<file path="src/sv/fbc_pkg.sv">
`timescale 1ns / 1ps

package fbc_pkg;

  localparam int unsigned BLOCK_W        = 64;
  localparam int unsigned KEY_W          = 64;
  localparam int unsigned KEY_COUNT      = 4;
  localparam int unsigned KEY_IDX_W      = 2;
  localparam int unsigned ROUNDS_DEF     = 4;
  localparam int unsigned HALF_BYTES_DEF = 8;

  typedef enum logic [KEY_IDX_W-1:0] {
    REG_ROUND_KEY_0 = 2'd0,
    REG_ROUND_KEY_1 = 2'd1,
    REG_ROUND_KEY_2 = 2'd2,
    REG_ROUND_KEY_3 = 2'd3
  } cfg_reg_t;

  typedef logic [KEY_COUNT-1:0][KEY_W-1:0] key_set_t;

  typedef struct packed {
    logic               func;
    logic [BLOCK_W-1:0] block_left;
    logic [BLOCK_W-1:0] block_right;
  } in_item_t;

  typedef struct packed {
    logic [BLOCK_W-1:0] result_left;
    logic [BLOCK_W-1:0] result_right;
  } out_item_t;

endpackage

</file>
<file path="src/sv/fbc_key_file.sv">
`timescale 1ns / 1ps

module fbc_key_file import fbc_pkg::*; (
  input  logic                 clk,
  input  logic                 rst_n,
  input  logic                 cfg_we,
  input  logic [KEY_IDX_W-1:0] cfg_index,
  input  logic [KEY_W-1:0]     cfg_data,
  output key_set_t             keys
);

  key_set_t keys_r;
  key_set_t keys_nxt;

  always_comb begin
    keys_nxt = keys_r;
    if (cfg_we) begin
      case (cfg_reg_t'(cfg_index))
        REG_ROUND_KEY_0: keys_nxt[0] = cfg_data;
        REG_ROUND_KEY_1: keys_nxt[1] = cfg_data;
        REG_ROUND_KEY_2: keys_nxt[2] = cfg_data;
        REG_ROUND_KEY_3: keys_nxt[3] = cfg_data;
        default:         keys_nxt    = keys_r;
      endcase
    end
  end

  always_ff @(posedge clk) begin
    if (!rst_n) begin
      keys_r <= '0;
    end else begin
      keys_r <= keys_nxt;
    end
  end

  assign keys = keys_r;

endmodule

</file>
<file path="src/sv/fbc_round_stage.sv">
`timescale 1ns / 1ps

module fbc_round_stage import fbc_pkg::*; #(
  parameter int unsigned HALF_BYTES = HALF_BYTES_DEF,
  parameter int unsigned KEY_ENC    = 0,
  parameter int unsigned KEY_DEC    = 0
) (
  input  logic                    clk,
  input  logic                    rst_n,
  input  key_set_t                keys,
  input  logic                    in_valid,
  output logic                    in_ready,
  input  logic                    in_func,
  input  logic [8*HALF_BYTES-1:0] in_left,
  input  logic [8*HALF_BYTES-1:0] in_right,
  output logic                    out_valid,
  input  logic                    out_ready,
  output logic                    out_func,
  output logic [8*HALF_BYTES-1:0] out_left,
  output logic [8*HALF_BYTES-1:0] out_right
);

  localparam int unsigned HALF_W = 8 * HALF_BYTES;
  localparam logic [KEY_IDX_W-1:0] KE = KEY_ENC[KEY_IDX_W-1:0];
  localparam logic [KEY_IDX_W-1:0] KD = KEY_DEC[KEY_IDX_W-1:0];

  logic              valid_r;
  logic              valid_nxt;
  logic              func_r;
  logic [HALF_W-1:0] left_r;
  logic [HALF_W-1:0] right_r;
  logic [HALF_W-1:0] right_nxt;
  logic [HALF_W-1:0] key;
  logic              load;

  assign in_ready  = !valid_r || out_ready;
  assign load      = in_valid && in_ready;
  assign valid_nxt = in_ready ? in_valid : valid_r;
  assign key       = in_func ? keys[KD][HALF_W-1:0] : keys[KE][HALF_W-1:0];

  // Bytewise multiply by the round key, keep the low byte of each product and XOR it with the left half.
  always_comb begin
    logic [15:0] prod;
    right_nxt = '0;
    for (int j = 0; j < int'(HALF_BYTES); j++) begin
      prod = in_right[8*j +: 8] * key[8*j +: 8];
      right_nxt[8*j +: 8] = in_left[8*j +: 8] ^ prod[7:0];
    end
  end

  always_ff @(posedge clk) begin
    if (!rst_n) begin
      valid_r <= 1'b0;
    end else begin
      valid_r <= valid_nxt;
    end
  end

  always_ff @(posedge clk) begin
    if (load) begin
      func_r  <= in_func;
      left_r  <= in_right;
      right_r <= right_nxt;
    end
  end

  assign out_valid = valid_r;
  assign out_func  = func_r;
  assign out_left  = left_r;
  assign out_right = right_r;

  // Hold a stalled request and its data until taken.
  a_stall_hold: assert property (@(posedge clk) disable iff (!rst_n)
    valid_r && !out_ready |=> valid_r && $stable(left_r) && $stable(right_r)
                              && $stable(func_r))
    else $error("stalled stage lost or changed its request");

  a_load_valid: assert property (@(posedge clk) disable iff (!rst_n)
    load |=> valid_r)
    else $error("accepted request did not become valid");

  a_drop_only_taken: assert property (@(posedge clk) disable iff (!rst_n)
    valid_r && !in_valid |=> !valid_r || $past(!out_ready))
    else $error("stage dropped or kept a request against downstream ready");

endmodule

</file>
<file path="src/sv/feistel_block_cipher_4round.sv">
`timescale 1ns / 1ps

// Feistel block cipher, one 16-byte block per request. Each of the ROUNDS
// rounds (4 by default) is one pipeline register stage (bytewise 8x8
// multiply by the round key, then XOR), and a new block is taken every cycle
// while the result side keeps up. Each stage has its own valid bit and a stall
// backs up stage by stage; the last round stage is the output register. Round
// keys are written through cfg_we/cfg_index/cfg_data and must be changed only
// while the pipe is empty. func = 1 runs the keys in reverse order to decrypt.
module feistel_block_cipher_4round import fbc_pkg::*; #(
  parameter int unsigned ROUNDS     = ROUNDS_DEF,
  parameter int unsigned HALF_BYTES = HALF_BYTES_DEF
) (
  input  logic                 clk,
  input  logic                 rst_n,
  input  logic                 cfg_we,
  input  logic [KEY_IDX_W-1:0] cfg_index,
  input  logic [KEY_W-1:0]     cfg_data,
  input  logic                 in_valid,
  output logic                 in_ready,
  input  in_item_t             in_data,
  output logic                 out_valid,
  input  logic                 out_ready,
  output out_item_t            out_data
);

  localparam int unsigned HALF_W = 8 * HALF_BYTES;

  key_set_t          keys;
  logic              vld   [ROUNDS+1];
  logic              rdy   [ROUNDS+1];
  logic              func  [ROUNDS];
  logic [HALF_W-1:0] left  [ROUNDS+1];
  logic [HALF_W-1:0] right [ROUNDS+1];

  fbc_key_file u_key_file (
    .clk       (clk),
    .rst_n     (rst_n),
    .cfg_we    (cfg_we),
    .cfg_index (cfg_index),
    .cfg_data  (cfg_data),
    .keys      (keys)
  );

  assign vld[0]   = in_valid;
  assign in_ready = rdy[0];
  assign func[0]  = in_data.func;
  assign left[0]  = in_data.block_left[HALF_W-1:0];
  assign right[0] = in_data.block_right[HALF_W-1:0];

  for (genvar r = 0; r < ROUNDS; r++) begin : g_round
    localparam int unsigned KE = r % KEY_COUNT;
    localparam int unsigned KD = (ROUNDS - 1 - r) % KEY_COUNT;
    if (r < ROUNDS - 1) begin : g_mid
      fbc_round_stage #(
        .HALF_BYTES (HALF_BYTES),
        .KEY_ENC    (KE),
        .KEY_DEC    (KD)
      ) u_stage (
        .clk       (clk),
        .rst_n     (rst_n),
        .keys      (keys),
        .in_valid  (vld[r]),
        .in_ready  (rdy[r]),
        .in_func   (func[r]),
        .in_left   (left[r]),
        .in_right  (right[r]),
        .out_valid (vld[r+1]),
        .out_ready (rdy[r+1]),
        .out_func  (func[r+1]),
        .out_left  (left[r+1]),
        .out_right (right[r+1])
      );
    end else begin : g_last
      fbc_round_stage #(
        .HALF_BYTES (HALF_BYTES),
        .KEY_ENC    (KE),
        .KEY_DEC    (KD)
      ) u_stage (
        .clk       (clk),
        .rst_n     (rst_n),
        .keys      (keys),
        .in_valid  (vld[r]),
        .in_ready  (rdy[r]),
        .in_func   (func[r]),
        .in_left   (left[r]),
        .in_right  (right[r]),
        .out_valid (vld[r+1]),
        .out_ready (rdy[r+1]),
        .out_func  (),
        .out_left  (left[r+1]),
        .out_right (right[r+1])
      );
    end
  end

  assign rdy[ROUNDS] = out_ready;
  assign out_valid   = vld[ROUNDS];

  // Swap halves after the last round.
  assign out_data.result_left  = BLOCK_W'(right[ROUNDS]);
  assign out_data.result_right = BLOCK_W'(left[ROUNDS]);

endmodule
</file>
<file path="config.mk">
export PLATFORM = sky130hd
export DESIGN_NAME = feistel_block_cipher_4round
export DESIGN_NICKNAME = d
export VERILOG_FILES = /design/src/sv/fbc_pkg.sv /design/src/sv/fbc_key_file.sv /design/src/sv/fbc_round_stage.sv /design/src/sv/feistel_block_cipher_4round.sv
export SDC_FILE = /design/constraint.sdc
export NUM_CORES = 2
export LEC_CHECK = 0
export ABC_AREA = 1
export BUFFER_PORTS_ARGS = -buffer_cell sky130_fd_sc_hd__buf_2
export CAP_MARGIN = 20
export CELL_PAD_IN_SITES_DETAIL_PLACEMENT = 0
export CELL_PAD_IN_SITES_GLOBAL_PLACEMENT = 1
export CORE_MARGIN = 1
export CORE_UTILIZATION = 26
export DETAILED_ROUTE_END_ITERATION = 8
export PLACE_DENSITY_LB_ADDON = 0.1
export REMOVE_ABC_BUFFERS = 1
export SLEW_MARGIN = 20
export SYNTH_ARGS = -nofsm -noshare
export SYNTH_HDL_FRONTEND = slang
export SYNTH_HIERARCHICAL = 1
export SYNTH_SLANG_ARGS = --single-unit
</file>
<file path="constraint.sdc">
create_clock -name clk -period 11.55 [get_ports clk]
set_clock_uncertainty 0.2 [all_clocks]
set_input_delay 1.7325 -clock clk [delete_from_list [all_inputs] [get_ports clk]]
set_output_delay 1.7325 -clock clk [all_outputs]
set_load 0.01 [all_outputs]
</file>
==> summary.md <==
| Metric | Value |
|---|---|
| Run status | complete, no violations |
| Num CTS Buffers | 109 |
| Largest net degree at the start of global routing | 98 |
| Antenna-violating nets left | 0 |
| Setup Buffers After CTS | 0 |
| Vias | 50700 |
| Final core area utilization | 0.299 |
| Max-slew headroom | 0.374 |
| Reg power frac | 0.364 |
| Routed met3 length | 7.25 mm |
| Tcrit/Tclk final | 0.590 |
| NetSw | 3.30 mW |
| Switching portion of total power | 0.342 |
| Slew @ Worst Pin | 0.939 ns |
| Die height | 500 microns |
| CTS tree | done |
| Unrepaired setup endpoints after global routing | no |
| Worst reg-to-reg path cell count | 20 |
| Hold buffers post-CTS | 0 |
| Port-buffer cells | 329 |
| Core area | 246000 sq um |
| Vias in the first global route | 51000 |
| Routed WL per cell | 17.3 microns |
| Cell row count | roughly 180 |
| First-pass GRT wire length | 319 mm |
| Yosys Warn Count | 6 |
| CP endpoint kind | flip-flop |
| Io pins | between 300 and 400 |
| Share of layout cells above drive strength 1 | 0.0752 |
| P_leak | 37.7 nW |
| Logic pwr share | 0.261 |
| GRT Util Overall | 0.170 |
| First-pass iteration count of the detailed router | 7 |
| Fin nets | 9917 |
| Cell Pwr Density | 131 nW/um^2 |
| Minimum clock period | 6.82 ns |
| WP data required | ~12 ns |
| VDD IR max | around 0.12 mV |
| M1 WL | approximately 100 mm |
| Die X-Extent | ~500 microns |
| Drt total wl | 212 mm |
| First-iteration detailed-routing DRC count | ~2500 |
| Initial Utilization | 0.262 |
| Congestion Overflow GR | 0 |
| Synthesized area | 64600 sq um |
| Worst hold slack | 0.255 ns |
| H-tree Lvls | 3 |
| FMAX | 147 MHz |
| WL met2 | 99.5 mm |
| WS Path Type | primary input to flip-flop |
| Die area | 250000 sq um |
| Critical Path Fanout Max | 56 |
| Setup crit start kind | primary input |
| Type of the worst min-delay path | flip-flop to flip-flop |
| Pint | 6.33 mW |
| Post-Syn Area per Cell | 7.60 sq um |
| Worst hold path depth | 0 |
| Fin. max-slew vios | 0 |
| P&R area growth vs syn | 13.9% |
| Clock Tree Buf Depth | 3 |
| # setup viols final | 0 |
| Clk sink count | 775 |
| Syn Inst Count | 8505 |
| Initial antenna violation count | 35 |
| Final Hold Fails | 0 |
| Clock Power Share | 0.374 |
| Residual DRC count | 0 |
| Skew-Pair Late Insertion Delay | between 0.7 and 0.8 ns |
| Clock transition at path regs | 0.06 ns |
| CTS root buf | clkbuf_16 |
| Highest metal used | met5 |
| RePlAce Congestion | 0.826 |
| CTS resizes | 0 |
| Setup TNS | 0 ns |
| DR vias/cell | ~4.1 |
| HPWL after DPL | 164 mm |
| Critical path arrival | 7.12 ns |
| Max_cap viols | 0 |
-- cell usage in the layout (no fill, tap or decap), types with 80 or more instances in the layout --
master	n
a21oi_1	132
buf_2	326
clkbuf_16	115
dfxtp_1	260
edfxtp_1	515
fa_1	384
ha_1	512
inv_1	1962
nand2_1	2212
nand3_1	374
nor2_1	1192
o21ai_1	80
xnor2_1	176
xor2_1	245
-- through the flow --
stage                     cells  area [sq um]  setup slack (ns)  total power, mW
after floorplan            8346         63600              2.43             5.27
final                     12200         73600              4.73             9.63
after CTS                 12200         73600              4.67             9.87
after detailed placement  12000         69800              3.86             6.14
after global placement    12000         69800              3.84             6.15
after global routing      12200         73600              4.42             10.3
-- power by group through the flow --
| stage | registers (mW) | clock network (mW) | logic [mW] |
|---|---|---|---|
| floorplan | 3.45 | 0 | 1.82 |
| global placement | 3.58 | 0 | 2.57 |
| detailed placement | 3.58 | 0 | 2.57 |
| CTS | 3.52 | 3.76 | 2.59 |
| global route | 3.53 | 3.84 | 2.95 |
| finish | 3.51 | 3.60 | 2.51 |
-- worst max-delay path, stage by stage --
cell     delay (ns)
buf_6          0.46
inv_4          0.33
buf_4          0.44
o21ai_1        0.49
nand2_1        0.13
fa_1           0.42
fa_1           0.54
inv_1          0.05
fa_1           0.49
inv_1          0.06
fa_1           0.54
inv_1          0.06
ha_1           0.33
a21oi_1        0.19
nand3_1        0.09
nand2_1        0.09
xor2_1         0.25
xor2_1         0.10
nand2_1        0.08
nand2_1        0.05
-- worst paths after layout --
check                                           endpoint                                   start  slack (ns)
setup reg to reg   g_round[2].g_mid.u_stage/out_right[7]       g_round[1].g_mid.u_stage/out_func        5.40
hold / removal     g_round[2].g_mid.u_stage/out_left[15]  g_round[1].g_mid.u_stage/out_right[15]        0.25
setup / recovery  g_round[0].g_mid.u_stage/out_right[63]                            in_data[128]        4.73
hold reg to reg    g_round[2].g_mid.u_stage/out_left[15]  g_round[1].g_mid.u_stage/out_right[15]        0.25
-- layer usage --
metal | vias to the layer above | track usage
li1 | 26100 | -
met4 | 20 | 0.0442
met5 | - | 0
met1 | 23600 | 0.227
met2 | 716 | 0.289
met3 | 221 | 0.0204
-- flip-flops by register name, indices dropped and copies added, names as in the netlist --
| name | flops |
|---|---|
| g_round.g_mid.u_stage/out_left | 192 |
| u_key_file/keys | 256 |
| g_round.g_mid.u_stage/out_valid | 3 |
| g_round.g_mid.u_stage/out_right | 192 |
| g_round.g_mid.u_stage/out_func | 3 |
| g_round.g_last.u_stage/out_left | 64 |
| g_round.g_last.u_stage/out_right | 64 |
| g_round.g_last.u_stage/out_valid | 1 |
-- final cells by class --
cell class / instances / area [sq um]
Multi-Input combinational cell: 5592 / 35500
Clock inverter: 72 / 764
Tap cell: 3312 / 4140
Fill cell: 26800 / 173000
Inverter: 1979 / 7440
Clock buffer: 136 / 3050
Sequential cell: 775 / 20700
Antenna cell: 10 / 25.0
Timing Repair Buffer: 364 / 1960
Power figures use the tool's default switching activity.
